## config.mk

```make
export PLATFORM = sky130hd
export DESIGN_NAME = lbp8_cls_fifo
export DESIGN_NICKNAME = d
export VERILOG_FILES = /design/src/hw/rtl/lbp8_pkg.sv /design/src/hw/rtl/lbp8_cls_fifo.sv
export SDC_FILE = /design/constraint.sdc
export NUM_CORES = 1
export LEC_CHECK = 0
export BUFFER_PORTS_ARGS = -buffer_cell sky130_fd_sc_hd__buf_2
export CORE_ASPECT_RATIO = 0.9
export CORE_UTILIZATION = 64
export CTS_BUF_LIST = sky130_fd_sc_hd__clkbuf_2
export DETAILED_ROUTE_END_ITERATION = 16
export PLACE_DENSITY = 0.87
export SLEW_MARGIN = 0
export SYNTH_ARGS = -nofsm -noshare
export SYNTH_HDL_FRONTEND = slang
export SYNTH_SLANG_ARGS = --single-unit
```

## constraint.sdc

```tcl
create_clock -name i_clk -period 2.55 [get_ports i_clk]
set_clock_uncertainty 0.05 [all_clocks]
set_input_delay 0.51 -clock i_clk [delete_from_list [all_inputs] [get_ports i_clk]]
set_output_delay 0.51 -clock i_clk [all_outputs]
set_load 0.005 [all_outputs]
```

## src/hw/rtl/lbp8_pkg.sv

```systemverilog
`timescale 1ns / 1ps
// ----------------------------------------------------------------------------
// lbp8_pkg
// Shared constants, payload types and neighbour tables for the 3x3 local
// binary pattern block.
// ----------------------------------------------------------------------------
package lbp8_pkg;

    localparam int MAX_WIDTH = 1024;
    localparam int COL_W     = $clog2(MAX_WIDTH);
    localparam int PIX_W     = 8;
    localparam int WIDTH_W   = 11;
    localparam int HEIGHT_W  = 13;
    // common width for column-against-width compares
    localparam int CMP_W     = (COL_W + 1 > WIDTH_W) ? COL_W + 1 : WIDTH_W;
    localparam int NB_N      = 8;

    // window row / column of neighbour i (row 0 = upper line, col 0 = left)
    localparam logic [1:0] NB_ROW [0:NB_N-1] = '{2'd0, 2'd1, 2'd2, 2'd2,
                                                 2'd2, 2'd1, 2'd0, 2'd0};
    localparam logic [1:0] NB_COL [0:NB_N-1] = '{2'd0, 2'd0, 2'd0, 2'd1,
                                                 2'd2, 2'd2, 2'd2, 2'd1};
    localparam logic [1:0] WIN_FIRST = 2'd0;
    localparam logic [1:0] WIN_LAST  = 2'd2;

    typedef struct packed {
        logic [PIX_W-1:0] pixel;
        logic             flush;
    } t_in_item;

    typedef struct packed {
        logic [PIX_W-1:0] pattern_code;
        logic             frame_end;
    } t_result;

    // classified word passed from front to back
    typedef struct packed {
        logic [PIX_W-1:0] px;
        logic [COL_W-1:0] col;
        logic             primed;
        logic [NB_N-1:0]  mask;
        logic             last;
    } t_cls;

endpackage

```

## src/hw/rtl/lbp8_cls_fifo.sv

```systemverilog
`timescale 1ns / 1ps
// ----------------------------------------------------------------------------
// lbp8_cls_fifo
// Four-entry queue of classified words between front and back.
// ----------------------------------------------------------------------------
module lbp8_cls_fifo (
    input  logic            i_clk,
    input  logic            i_rst_n,
    input  logic            i_push,
    input  lbp8_pkg::t_cls  i_data,
    output logic            o_full,
    input  logic            i_pop,
    output lbp8_pkg::t_cls  o_data,
    output logic            o_empty
);
    import lbp8_pkg::*;

    localparam int DEPTH = 4;
    localparam int PTR_W = $clog2(DEPTH);

    t_cls             r_buf [DEPTH];
    logic [PTR_W-1:0] r_wr_ptr;
    logic [PTR_W-1:0] r_rd_ptr;
    logic [PTR_W:0]   r_count;

    assign o_full  = (r_count == (PTR_W+1)'(DEPTH));
    assign o_empty = (r_count == '0);
    assign o_data  = r_buf[r_rd_ptr];

    always_ff @(posedge i_clk) begin
        if (!i_rst_n) begin
            r_wr_ptr <= '0;
            r_rd_ptr <= '0;
            r_count  <= '0;
        end else begin
            if (i_push) begin
                r_wr_ptr <= r_wr_ptr + PTR_W'(1);
            end
            if (i_pop) begin
                r_rd_ptr <= r_rd_ptr + PTR_W'(1);
            end
            case ({i_push, i_pop})
                2'b10:   r_count <= r_count + (PTR_W+1)'(1);
                2'b01:   r_count <= r_count - (PTR_W+1)'(1);
                default: r_count <= r_count;
            endcase
        end
    end

    always_ff @(posedge i_clk) begin
        if (i_push) begin
            r_buf[r_wr_ptr] <= i_data;
        end
    end

endmodule

```

After elaboration in Yosys (flattened, before gate mapping)
Memory sizes are Yosys's and may differ from the RTL's. A register that Yosys moved wholly into a read port is not among the register bits.
Index checks and enable logic that the tools add are counted.
{"block": "totals", "elab_cells": 18, "mem_bits_ro": 0, "ramBits": 112, "register_bits": 7, "latchBits": 0, "mem_count": 1}
{"block": "op_classes", "shifts": 0, "n_bitwise": 0, "magnitude_cmp": 0, "n_eq_ne": 3, "n_mux": 5, "reduce_logical": 2, "div_mod_pow": 0, "mul": 0, "addsub": 4}
{"name": "r_buf", "depth": 4, "width": 28, "rd": 1, "rd_clocked_by_memory_dff": 1, "write_ports": 1, "line_no": "lbp8_cls_fifo.sv:21", "source": "t_cls r_buf [DEPTH];"}
{"operator": "3-bit case mux with 2 select lines", "count": 1}
{"operator": "2-bit by 1-bit adder with 2-bit output (second input constant)", "count": 2}
{"operator": "2-bit 2-to-1 mux", "count": 2}
{"operator": "3-bit by 1-bit adder with 3-bit output (second input constant)", "count": 1}
{"operator": "3-bit == test (second input constant)", "count": 1}
{"operator": "3-bit zero test", "count": 1}
{"operator": "3-bit by 1-bit subtractor with 3-bit output (second input constant)", "count": 1}
{"operator": "2-bit by 1-bit == test with 1-bit output (second input constant)", "count": 1}
{"operator": "2-bit == test (second input constant)", "count": 1}
{"operator": "1-bit 2-to-1 mux", "count": 2}
{"operator": "2-bit nonzero test", "count": 1}

Logic depth before layout (Yosys ltp)
{"block": "depth", "ltp_word": 3, "mapped_depth": 7, "depth_no_buf": 7}

Least setup slack after synthesis
No wires, ideal clock.
{"block": "synth_path", "kind": "input -> register", "startpoint": "in i_push", "endpoint": "reg r_count[2]", "setup_slack_ns": 0.725, "path_buffers": 0, "cell_stages": 7, "arrival_time_ns": 1.700, "required_ns": 2.424, "cell_sequence": "inv_1 -> ha_1 -> inv_1 -> fa_1 -> xor2_1 -> or3_1 -> a21boi_0"}
{"block": "synth_via", "elab_chain_cells": 2, "word_cells_on_any_way": 4, "classes_between": "eq/ne: 2; mux: 1; reduce/logical: 1"}
{"item": "start, declared", "line_no": "lbp8_cls_fifo.sv:9", "source": "input logic i_push,"}
{"item": "2-bit by 1-bit == test with 1-bit output / 2-bit == test (equally long branches)", "line_no": "lbp8_cls_fifo.sv:42", "source": "case ({i_push, i_pop})"}
{"item": "3-bit case mux with 2 select lines / 2-bit nonzero test (equally long branches)"}
{"item": "end signal, assigned", "line_no": "lbp8_cls_fifo.sv:43", "source": "2'b10: r_count <= r_count + (PTR_W+1)'(1);"}
{"item": "end signal, assigned", "line_no": "lbp8_cls_fifo.sv:44", "source": "2'b01: r_count <= r_count - (PTR_W+1)'(1);"}
{"item": "end signal, assigned", "line_no": "lbp8_cls_fifo.sv:45", "source": "default: r_count <= r_count;"}
{"item": "end, declared", "line_no": "lbp8_cls_fifo.sv:24", "source": "logic [PTR_W:0] r_count;"}
Several ways; a longest one is shown, not always the timed one.
A chain may end at the register's enable or synchronous reset.

==> flow_summary.json <==
{
  "run_status": "finished, final reports clean",
  "port_buffers": 61,
  "maxSlewHeadroom_pct": 71.8,
  "r2r_setup_slack_ns": 0.92,
  "routabilityCongestion": 0.690,
  "grt_overflow_total": 0,
  "hold_depth": 1,
  "max_cap_viol_count": 0,
  "timing.fmax_ghz": 0.398,
  "regToRegStartpoint": "r_wr_ptr[0]",
  "cts-root-buf": "clkbuf_2",
  "cts.clk_slew.worst_paths_ns": 0.17,
  "power_density_relative_to_cell_area_nw_per_um2": 732,
  "cts_htree_levels": 4,
  "worst_reg2reg_path_depth": 4,
  "post-cts-setup-buffer-count": 0,
  "rsz0062_at_grt": "yes",
  "p_switching_w": 0.000968,
  "worst_r2r_endpoint": "r_buf[0][5]",
  "wire_length_of_the_first_global_routing_pass_um": 12400,
  "placed_wire_length_estimate_after_detailed_placement_um": 4670,
  "drive_gt1_share_pct": 41.1,
  "number_of_antenna_repair_diodes": 0,
  "largest_net_degree_at_the_start_of_global_routing": 29,
  "detail_route.wirelength_um": 8390,
  "end_kind": "output port",
  "ios": 62,
  "clock_tree_from_tritoncts": "yes",
  "antenna_found_initial": 0,
  "drtAntennaViolNets": 0,
  "numCtsBuffers": 17,
  "tightest_slew_ns": 0.423,
  "final_critical_path_setup_slack_ns": 0.0396,
  "power.share.combinational_pct": 11.3,
  "clk_latency_ns": 0.64,
  "required_ns": 1.99,
  "firstDrtPassIters": 4,
  "grt_pass1_vias": 2306,
  "yosys_warnings": 0,
  "route.detailed.wl_per_inst_um": 20.8,
  "timing.critical_path.from_type": "flop",
  "cts_buffer_depth": 2,
  "timing.final.crit_period_ns": 2.51,
  "syn_to_final_growth_pct": 21.7,
  "critical_path_class": "reg2out",
  "post_drt_via_cell_ratio": 5.65,
  "p_seq_share_pct": 57.2,
  "vias": 2283,
  "netlist_instances": 192,
  "dieWidth_um": 90.8,
  "syn_nets": 230,
  "fp.dieArea_um2": 7440,
  "final_net_count": 339,
  "timing_hold_violations_final": 0,
  "start_util_pct": 67.5,
  "fin_tns_setup_ns": 0,
  "fin_cells": 404,
  "floorplan.rows": 28,
  "internal_power_w": 0.00307,
  "timing.final.max_slew_violations": 0,
  "ys_types": 21,
  "hold_path_end": "r_buf[0][23]",
  "gr-usage-all-layers_pct": 24.2,
  "fp.coreArea_um2": 6730,
  "dp_cells": 343,
  "finish_stage_setup_viols": 0,
  "worstHoldPathType": "in2reg",
  "num-fill-cells": 337,
  "dp_worst_setup_slack_ns": 0.465,
  "synth.ff_latch_count": 121,
  "period_share_pct": 98.4,
  "syn_area_per_cell_um2": 23.6,
  "yosysSeqAreaShare_pct": 78.0,
  "irDropWorstVdd_mv": 0.551,
  "cellLeakagePower_nw": 1.94,
  "dr.first_iter.drc_count": 136,
  "drc": 0,
  "fp.dieH_um": 81.9,
  "switching_share_pct": 24.0,
  "clkSinkCount": 121,
  "timing.critical_path.fanout_max": 7,
  "holdCritStartpoint": "i_data[23]",
  "post_synth_instance_area_um2": 4540,
  "cp.arrival_ns": 1.95,
  "clock_power_share_pct": 31.5
}
==> registers in the layout (all words and copies together), names as in the netlist, named ones only <==
register and count:
r_rd_ptr 2, r_wr_ptr 2, r_buf 112, r_count 3
==> worst max path at each step <==
stage / start / end / slack (ns)
finish: flop / o_data[13] / 0.04
global route: flop / o_data[16] / -0.06
CTS: flop / o_data[19] / -0.04
detailed placement: i_push / r_count[2] / 0.46
global placement: i_push / r_count[2] / 0.54
floorplan: i_push / r_count[2] / 0.72
==> routing by layer <==
metal / part of all wire, % / wire length, um / global-route usage [%] / vias to the layer above
met5: 0 / 0 / 0 / -
met4: 1.2 / 98 / 9.21 / 0
met3: 5.3 / 443 / 7.22 / 10
met2: 53 / 4470 / 41.5 / 94
met1: 40 / 3380 / 29.7 / 1168
li1: - / - / - / 1011
==> final cells by class <==
class | count | area, um2 | area share, %
inverters | 6 | 22.5 | 0.408
well taps | 90 | 113 | 2.04
clock inverters | 14 | 175 | 3.17
repair buffers | 96 | 698 | 12.6
clock buffers | 18 | 90.1 | 1.63
multi-input cells | 59 | 878 | 15.9
flip-flops and latches | 121 | 3550 | 64.2
==> cell usage in the layout (no fill, tap or decap), types with 2 or more instances in the layout <==
master         count
xor2_1             3
dlygate4sd3_1     27
o21ai_0            2
ha_1               5
clkinv_4           4
inv_1              6
clkbuf_2          18
mux4_2            28
buf_12             2
bufinv_16          3
clkinvlp_4         5
and2_1            10
edfxtp_1         112
dfxtp_1            8
xnor2_1            2
buf_2             61
nand2_1            2
buf_4              4
==> cells in the mapped netlist <==
cell      instances  area [um2]
edfxtp_1        112        3360
mux4_2           20         450
and2_1           10        62.6
dfxtp_1           9         180
mux4_1            8         210
inv_1             6        22.5
ha_1              5        62.6
buf_2             3        15.0
xor2_1            3        26.3
buf_12            2        40.0
nand2_1           2        7.51
o21ai_0           2        10.0
xnor2_1           2        17.5
a21boi_0          1        7.51
and3_1            1        6.26
buf_6             1        11.3
fa_1              1        20.0
mux2i_1           1        10.0
nor2b_1           1        6.26
nor3_1            1        5.00
or3_1             1        6.26
==> cells by family after synthesis <==
kind of cell,after synthesis,share of synthesized area [%]
adder cells (fa/ha/maj),6,1.82
XOR/XNOR,5,0.965
AO/OA/AOI/OAI,3,0.386
flip-flops,121,78.0
buffers and inverters,12,1.96
AND/OR/NAND/NOR,16,2.07
multiplexers,29,14.8
==> through the flow <==
stage	power [W]	utilization (%)	hold WS (ns)	cell area, um2
floorplan	0.00258	-	0.423	4540
global placement	0.00273	73.8	0.446	4960
detailed placement	0.00275	73.8	0.463	4960
CTS	0.00405	82.1	0.00197	5520
global route	0.00418	82.1	0.00968	5520
finish	0.00404	82.1	0.0495	5520
==> critical path, cell delays in order (launching register included) <==
cell	delay, ns
dfxtp_4	0.44
clkbuf_16	0.19
mux4_2	0.53
buf_2	0.15
==> power by group through the flow <==
stage	sequential, W	combinational, W	clock, W
finish	0.00231	0.000455	0.00127
CTS	0.00231	0.000449	0.00129
detailed placement	0.00235	0.000402	0
global route	0.00232	0.000494	0.00137
floorplan	0.00234	0.000244	0
global placement	0.00234	0.000391	0
==> timing repair <==
action / in CTS / in global routing
hold buffers: 27 / 0
endpoints found under the setup margin: 20 / 25
gates resized for setup: 4 / 6
gates cloned: 1 / 1
hold endpoints to repair: 100 / 0
(Power assumes the default switching activity.)
