File: config.mk
export PLATFORM = sky130hd
export DESIGN_NAME = lbp8_front
export DESIGN_NICKNAME = d
export VERILOG_FILES = /design/src/hw/rtl/lbp8_pkg.sv /design/src/hw/rtl/lbp8_front.sv
export SDC_FILE = /design/constraint.sdc
export NUM_CORES = 1
export LEC_CHECK = 0
export BUFFER_PORTS_ARGS = -buffer_cell sky130_fd_sc_hd__buf_2
export CAP_MARGIN = 20
export CORE_ASPECT_RATIO = 0.5
export CORE_MARGIN = 5
export CORE_UTILIZATION = 51
export CTS_CLUSTER_SIZE = 30
export DETAILED_ROUTE_END_ITERATION = 6
export PLACE_DENSITY = 0.82
export SYNTH_ARGS = -nofsm -noshare
export SYNTH_HDL_FRONTEND = slang
export SYNTH_SLANG_ARGS = --single-unit
File: constraint.sdc
create_clock -name i_clk -period 3.8 [get_ports i_clk]
set_clock_uncertainty 0.15 [all_clocks]
set_input_delay 0.76 -clock i_clk [delete_from_list [all_inputs] [get_ports i_clk]]
set_output_delay 0.76 -clock i_clk [all_outputs]
set_load 0.01 [all_outputs]
File: src/hw/rtl/lbp8_pkg.sv
`timescale 1ns / 1ps
// ----------------------------------------------------------------------------
// lbp8_pkg
// Shared constants, payload types and neighbour tables for the 3x3 local
// binary pattern block.
// ----------------------------------------------------------------------------
package lbp8_pkg;

    localparam int MAX_WIDTH = 1024;
    localparam int COL_W     = $clog2(MAX_WIDTH);
    localparam int PIX_W     = 8;
    localparam int WIDTH_W   = 11;
    localparam int HEIGHT_W  = 13;
    // common width for column-against-width compares
    localparam int CMP_W     = (COL_W + 1 > WIDTH_W) ? COL_W + 1 : WIDTH_W;
    localparam int NB_N      = 8;

    // window row / column of neighbour i (row 0 = upper line, col 0 = left)
    localparam logic [1:0] NB_ROW [0:NB_N-1] = '{2'd0, 2'd1, 2'd2, 2'd2,
                                                 2'd2, 2'd1, 2'd0, 2'd0};
    localparam logic [1:0] NB_COL [0:NB_N-1] = '{2'd0, 2'd0, 2'd0, 2'd1,
                                                 2'd2, 2'd2, 2'd2, 2'd1};
    localparam logic [1:0] WIN_FIRST = 2'd0;
    localparam logic [1:0] WIN_LAST  = 2'd2;

    typedef struct packed {
        logic [PIX_W-1:0] pixel;
        logic             flush;
    } t_in_item;

    typedef struct packed {
        logic [PIX_W-1:0] pattern_code;
        logic             frame_end;
    } t_result;

    // classified word passed from front to back
    typedef struct packed {
        logic [PIX_W-1:0] px;
        logic [COL_W-1:0] col;
        logic             primed;
        logic [NB_N-1:0]  mask;
        logic             last;
    } t_cls;

endpackage

File: src/hw/rtl/lbp8_front.sv
`timescale 1ns / 1ps
// ----------------------------------------------------------------------------
// lbp8_front
// Tracks input and output raster positions, decides whether a word yields a
// code, and builds the border mask of valid neighbours.
// ----------------------------------------------------------------------------
module lbp8_front (
    input  logic                    i_clk,
    input  logic                    i_rst_n,
    input  logic [10:0]             i_image_width,
    input  logic [12:0]             i_image_height,
    input  logic                    i_fire,
    input  lbp8_pkg::t_in_item      i_item,
    output lbp8_pkg::t_cls          o_cls
);
    import lbp8_pkg::*;

    logic [COL_W-1:0]    r_in_col,  n_in_col;
    logic [1:0]          r_in_row,  n_in_row;
    logic [COL_W-1:0]    r_out_col, n_out_col;
    logic [HEIGHT_W-1:0] r_out_row, n_out_row;

    logic [CMP_W-1:0]    w_eff;
    logic [HEIGHT_W:0]   h_eff;
    logic                in_col_end;
    logic                out_col_end;
    logic                out_row_end;
    logic                at_left;
    logic                at_top;
    logic                primed;
    logic                last;
    logic [NB_N-1:0]     mask;

    always_comb begin
        if (i_image_width == '0) begin
            w_eff = CMP_W'(1);
        end else if (CMP_W'(i_image_width) > CMP_W'(MAX_WIDTH)) begin
            w_eff = CMP_W'(MAX_WIDTH);
        end else begin
            w_eff = CMP_W'(i_image_width);
        end
        h_eff = (i_image_height == '0) ? (HEIGHT_W+1)'(1) : {1'b0, i_image_height};
    end

    assign in_col_end  = (CMP_W'(r_in_col) + CMP_W'(1)) >= w_eff;
    assign out_col_end = (CMP_W'(r_out_col) + CMP_W'(1)) >= w_eff;
    assign out_row_end = ({1'b0, r_out_row} + (HEIGHT_W+1)'(1)) >= h_eff;
    assign at_left     = (r_out_col == '0);
    assign at_top      = (r_out_row == '0);
    assign primed      = (r_in_row == 2'd2) || ((r_in_row == 2'd1) && (r_in_col != '0));
    assign last        = out_row_end && out_col_end;

    always_comb begin
        for (int i = 0; i < NB_N; i++) begin
            mask[i] = !((NB_COL[i] == WIN_FIRST) && at_left)
                   && !((NB_COL[i] == WIN_LAST)  && out_col_end)
                   && !((NB_ROW[i] == WIN_FIRST) && at_top)
                   && !((NB_ROW[i] == WIN_LAST)  && out_row_end);
        end
    end

    always_comb begin
        n_in_col  = r_in_col;
        n_in_row  = r_in_row;
        n_out_col = r_out_col;
        n_out_row = r_out_row;
        if (in_col_end) begin
            n_in_col = '0;
            if (r_in_row != 2'd2) begin
                n_in_row = r_in_row + 2'd1;
            end
        end else begin
            n_in_col = r_in_col + COL_W'(1);
        end
        if (primed) begin
            if (last) begin
                // frame done: rewind everything to pixel zero
                n_in_col  = '0;
                n_in_row  = '0;
                n_out_col = '0;
                n_out_row = '0;
            end else if (out_col_end) begin
                n_out_col = '0;
                n_out_row = r_out_row + HEIGHT_W'(1);
            end else begin
                n_out_col = r_out_col + COL_W'(1);
            end
        end
    end

    always_ff @(posedge i_clk) begin
        if (!i_rst_n) begin
            r_in_col  <= '0;
            r_in_row  <= '0;
            r_out_col <= '0;
            r_out_row <= '0;
        end else if (i_fire) begin
            r_in_col  <= n_in_col;
            r_in_row  <= n_in_row;
            r_out_col <= n_out_col;
            r_out_row <= n_out_row;
        end
    end

    always_comb begin
        o_cls.px     = i_item.flush ? '0 : i_item.pixel;
        o_cls.col    = r_in_col;
        o_cls.primed = primed;
        o_cls.mask   = mask;
        o_cls.last   = last;
    end

endmodule

# After elaboration in Yosys (flattened, before gate mapping)
# Index checks and enable logic that the tools add are counted.
[word_totals]
regBits = 35
latch_bits = 0
ram_bits = 0
rom_bits = 0
out_inout_bits = 28
mem_count = 0
[op_classes]
add_sub_neg = 7
mul = 0
n_div = 0
magnitude_cmp = 4
n_eq_ne = 3
shifts = 0
mux = 15
bitwise_logic = 0
n_reduce_logical = 19
[op_table]
columns = ["op", "count"]
rows = [
  ["two-way mux 10 bit", 5],
  ["two-way mux 13 bit", 3],
  ["logical NOT 13 bit", 2],
  ["adder 10 x 1 -> 11 bit (second input constant)", 2],
  [">= comparator 11 bit", 2],
  ["two-way mux 11 bit", 2],
  ["adder 10 x 1 -> 10 bit (second input constant)", 2],
  ["adder 13 x 1 -> 14 bit (second input constant)", 1],
  [">= comparator 14 x 13 -> 1 bit", 1],
  ["adder 13 x 1 -> 13 bit (second input constant)", 1],
  ["greater-than comparator 11 bit (second input constant)", 1],
  ["logical NOT 11 bit", 1],
  ["logical NOT 10 bit", 1],
  ["nonzero test 10 bit", 1],
  ["two-way mux 2 bit", 4],
  ["two-way mux 8 bit", 1],
  ["logical AND 1 bit", 6],
  ["logical NOT 1 bit", 4],
  ["AND reduction 3 bit", 1],
  ["adder 2 x 1 -> 2 bit (second input constant)", 1],
  ["== test 2 x 1 -> 1 bit (second input constant)", 1],
  ["== test 2 bit (second input constant)", 1],
  ["!= test 2 bit (second input constant)", 1],
  ["AND reduction 2 bit", 1],
  ["2 further kinds", 2],
]

# Depth between registers and ports, before layout
[depth]
word_depth = 7
depth_mapped = 14
mapped_depth_nobuf = 13

# Worst setup path after synthesis
# Ideal clock, no wire load.
[synth_timing]
kind = "register to output"
from = "register r_out_col[2]"
to = "output o_cls[7] (netlist name)"
arrival_time_ns = 2.925
required_ns = 2.890
path_slack_ns = -0.035
path_stages_with_launch = 11
cell_sequence = "dfxtp_1 -> nand3_1 -> or3_1 -> nor2_1 -> xor2_1 -> ha_1 -> a2111o_1 -> a211oi_4 -> nor2_1 -> clkbuf_1 -> nor2_1"
[synth_lines]
columns = ["item", "line_no", "source"]
rows = [
  ["start: declaration", "lbp8_front.sv:20", "logic [COL_W-1:0] r_out_col, n_out_col;"],
  ["start signal: assignment", "lbp8_front.sv:100", "r_out_col <= n_out_col;"],
  ["end: declaration", "lbp8_front.sv:14", "output lbp8_pkg::t_cls o_cls"],
]

==> metrics.md <==
| Metric | Value |
|---|---|
| Slew Limit Fails | `0` |
| Grt peak-use layer | `met2` |
| Cts bufs inserted | `5` |
| Largest net degree at the start of global routing | `28` |
| Met1 global-route usage | `0.315` |
| Final Util | `0.726` |
| Peak VDD IR | `0.157 mV` |
| Total routed wirelength | `10.7 mm` |
| Clk root buf | `clkbuf_16` |
| MaxCap Viol Count | `0` |
| Post-synthesis adder-cell area fraction | `0.166` |
| Final instance area | `4490 µm²` |
| Critical path arrival | `2890 ps` |
| CTS Hold Bufs | `0` |
| Ys Warns | `0` |
| Antenna Violating Nets Remaining | `0` |
| Final setup fails | `1` |
| Sequential-to-total area share from yosys stat | `0.211` |
| WL/cell | `17.0 µm` |
| Failing checks | `negative setup slack` |
| Mux share of post-synthesis cell area | `0` |
| Area Overhead vs Synth | `35.1%` |
| First-pass GRT wire length | `16.2 mm` |
| Clk sinks | `35` |
| Synth Area in Compound Gates | `0.222` |
| RSZ-0062 raised after global routing | `true` |
| Worst Hold Class | `reg2reg` |
| Synth cell types | `59` |
| Crit path cell chain | `nand3_1 -> or3_4 -> nor2_1 -> xor2_1 -> ha_1 -> a2111o_1 -> a211oi_4 -> nor2_4 -> inv_4 -> nor2_4 -> buf_6` |
| Critical Path RT | `2890 ps` |
| Layout Cells excl Fill | `632` |
| CTS tree | `done` |
| H-Tree Depth | `2` |
| Synth Instances | `434` |
| Period utilisation layout | `1.00` |
| Vias/cell | `6.10` |
| Met3 usage | `0.0450` |
| Chip width | `124 µm` |
| Combinational share of power | `0.182` |
| Nets | `623` |
| # diodes | `0` |
| Startpoint Class | `register` |
| FF+latch count, synth | `35` |
| Mean Syn Cell Area | `7.65 µm²` |
| CTS max path bufs | `2` |
| Seq pwr share | `0.360` |
| Met2 usage | `0.410` |
| Post-synth EDFFs | `0` |
| Placeable Area | `6180 µm²` |
| Residual DRC | `0` |
| Slowest CP cell | `or3_4` |
| Pre-Repair DR Iteration Count | `5` |
| CP startpoint | `r_out_col[1]$_SDFFE_PN0P_` |
| GRT Total Usage | `0.245` |
| XOR/XNOR Fraction of Synth Area | `0.0712` |
| Worst-path clk slew | `50 ps` |
| Synth Cell Area | `3320 µm²` |
| Most used DFF post-synth | `dfxtp_1` |
| Starting Density | `0.537` |
| Row count | `20` |
| Sw Ratio | `0.271` |
| NetSw | `284 µW` |
| PD cells | `234 nW/µm²` |
| Critical path class | `reg2out` |
| Placement Setup Slack | `-197 ps` |
| DP Cell Count | `602` |
| Via count | `3858` |
| Layout cells sized above 1 | `0.325` |
| Worst setup margin | `-0.159 ps` |
| Final hold vios | `0` |
| Initial antenna violation count | `0` |
| Reg2Reg Launch Point | `r_out_row[1]$_SDFFE_PN0P_` |
| LEAKAGE | `0.00207 µW` |
| Port buffer count | `63` |
| Max FO, Critical Path | `5` |
| Reg-to-reg slack, setup | `170 ps` |
| Critical Path End | `o_cls[0]` |
| Most frequent cells in the layout | `buf_4, buf_2, nand2_1, ha_1, inv_1` |
| Largest family of logic cells by synthesized area | `simple AND/OR/NAND/NOR gates` |
| Fraction of registers with async set/reset | `0` |
| GPL Wtd Cong | `0.880` |
| Placed inst area | `3940 µm²` |
| Worst Reg-to-Reg Cells | `15` |
| Worst flop-to-flop path endpoint | `r_out_row[6]$_SDFFE_PN0P_` |
| Grt ovf | `0` |
| Worst-Skew Late Latency | `290 ps` |
| Post-Synth Simple-Gate Area | `0.253` |
| Vias in the first global route | `3491` |
| Most common cell after layout, fill and taps aside | `buf_4` |
| Die Ht | `67.0 µm` |
| Power share of the clock group | `0.457` |
| Slowest stage delay, CP | `430 ps` |
| HPWL Detailed | `7.06 mm` |
| I/O pin count | `64` |
| Tightest Pin Transition | `930 ps` |
| Tmin final | `3800 ps` |
| Drt first-iter violations | `397` |
| Critical Path Most Common Cell | `nor2_4` |
| Max transition margin | `0.374` |
| Mapped Nets | `514` |
| Status | `finished, violations left` |
| Power Internal | `766 µW` |
| Critical path endpoint category | `output pin` |
| Fmax | `0.263 GHz` |
| Die area | `8320 µm²` |
-- synth_stat cells (4+ instances only) --
master | number | share of area
ha_1 | 44 | 0.17
a211o_1 | 4 | 0.011
xnor2_1 | 15 | 0.040
or4_1 | 5 | 0.011
a2111o_1 | 4 | 0.014
nand2_1 | 43 | 0.049
a21oi_1 | 23 | 0.035
clkbuf_1 | 14 | 0.016
nor2_1 | 28 | 0.032
o311ai_1 | 4 | 0.011
inv_1 | 32 | 0.036
nor2b_1 | 10 | 0.019
o21ai_1 | 8 | 0.012
nand3_1 | 22 | 0.033
a32o_1 | 10 | 0.030
and3_1 | 6 | 0.011
buf_2 | 4 | 0.0060
nor3_1 | 8 | 0.012
nor4_1 | 15 | 0.028
o21ai_0 | 18 | 0.027
xor2_1 | 12 | 0.032
dfxtp_1 | 35 | 0.21
nand4_1 | 8 | 0.015
-- critical path: cells and delay by family, from the launching register on --
family	cells	cell delay (ps)
AO/OA/AOI/OAI	2	670
XOR/XNOR	1	240
adder cells (fa/ha/maj)	1	280
buffers and inverters	2	210
flip-flops	1	340
AND/OR/NAND/NOR	5	850
-- logic make-up after synthesis --
family / after synthesis
compound gates: 103
xor+xnor: 27
fa+ha+maj: 44
buf+inv: 60
flops: 35
simple gates: 165
-- final cells by class --
class | count | area, µm²
inverters | 37 | 141
clock buffers | 5 | 125
well taps | 88 | 110
fillers | 449 | 1700
multi-input cells | 339 | 2520
repair buffers | 125 | 823
clock inverters | 3 | 43.8
flip-flops and latches | 35 | 723
-- timing repair --
| item | CTS | global route |
|---|---|---|
| pin swaps | 12 | 12 |
| setup buffers | 11 | 12 |
| gates resized for setup | 21 | 35 |
| setup endpoints to repair | 6 | 17 |
| gates cloned | 0 | 0 |
-- power by group through the flow --
stage               Sequential, µW  Combinational [µW]  Clock [µW]
floorplan                      389                97.5           0
global placement               388                 161           0
detailed placement             389                 165           0
CTS                            381                 179         478
global route                   379                 209         492
finish                         378                 191         480
-- worst min-delay path by stage --
stage,cells past startpoint,to,start,slack [ps]
CTS,2,r_out_col[9]$_SDFFE_PN0P_,r_out_col[9]$_SDFFE_PN0P_,360
floorplan,2,r_out_col[9]$_SDFFE_PN0P_,r_out_col[9]$_SDFFE_PN0P_,320
global route,2,r_out_col[7]$_SDFFE_PN0P_,r_out_col[7]$_SDFFE_PN0P_,390
finish,2,r_out_col[7]$_SDFFE_PN0P_,r_out_col[7]$_SDFFE_PN0P_,370
detailed placement,2,r_out_col[9]$_SDFFE_PN0P_,r_out_col[9]$_SDFFE_PN0P_,350
global placement,2,r_out_col[9]$_SDFFE_PN0P_,r_out_col[9]$_SDFFE_PN0P_,340
-- per-layer routing --
layer	part of all wire	wire (µm)
met4	0.033	357
met3	0.10	1120
met1	0.41	4440
met2	0.45	4830
met5	0	0
-- sequential cells by signal, indices dropped and copies added (netlist names) --
signal / cells
r_out_row: 13
r_in_col: 10
r_out_col: 10
r_in_row: 2
-- stage by stage --
stage	power, µW	TNS, ps	hold slack (ps)
after global routing	1080	-434	391
after global placement	549	-480	343
after floorplan	487	-6.43	319
after CTS	1040	-32.1	362
final	1050	-0.159	373
after detailed placement	554	-749	354
(Power assumes the default switching activity.)
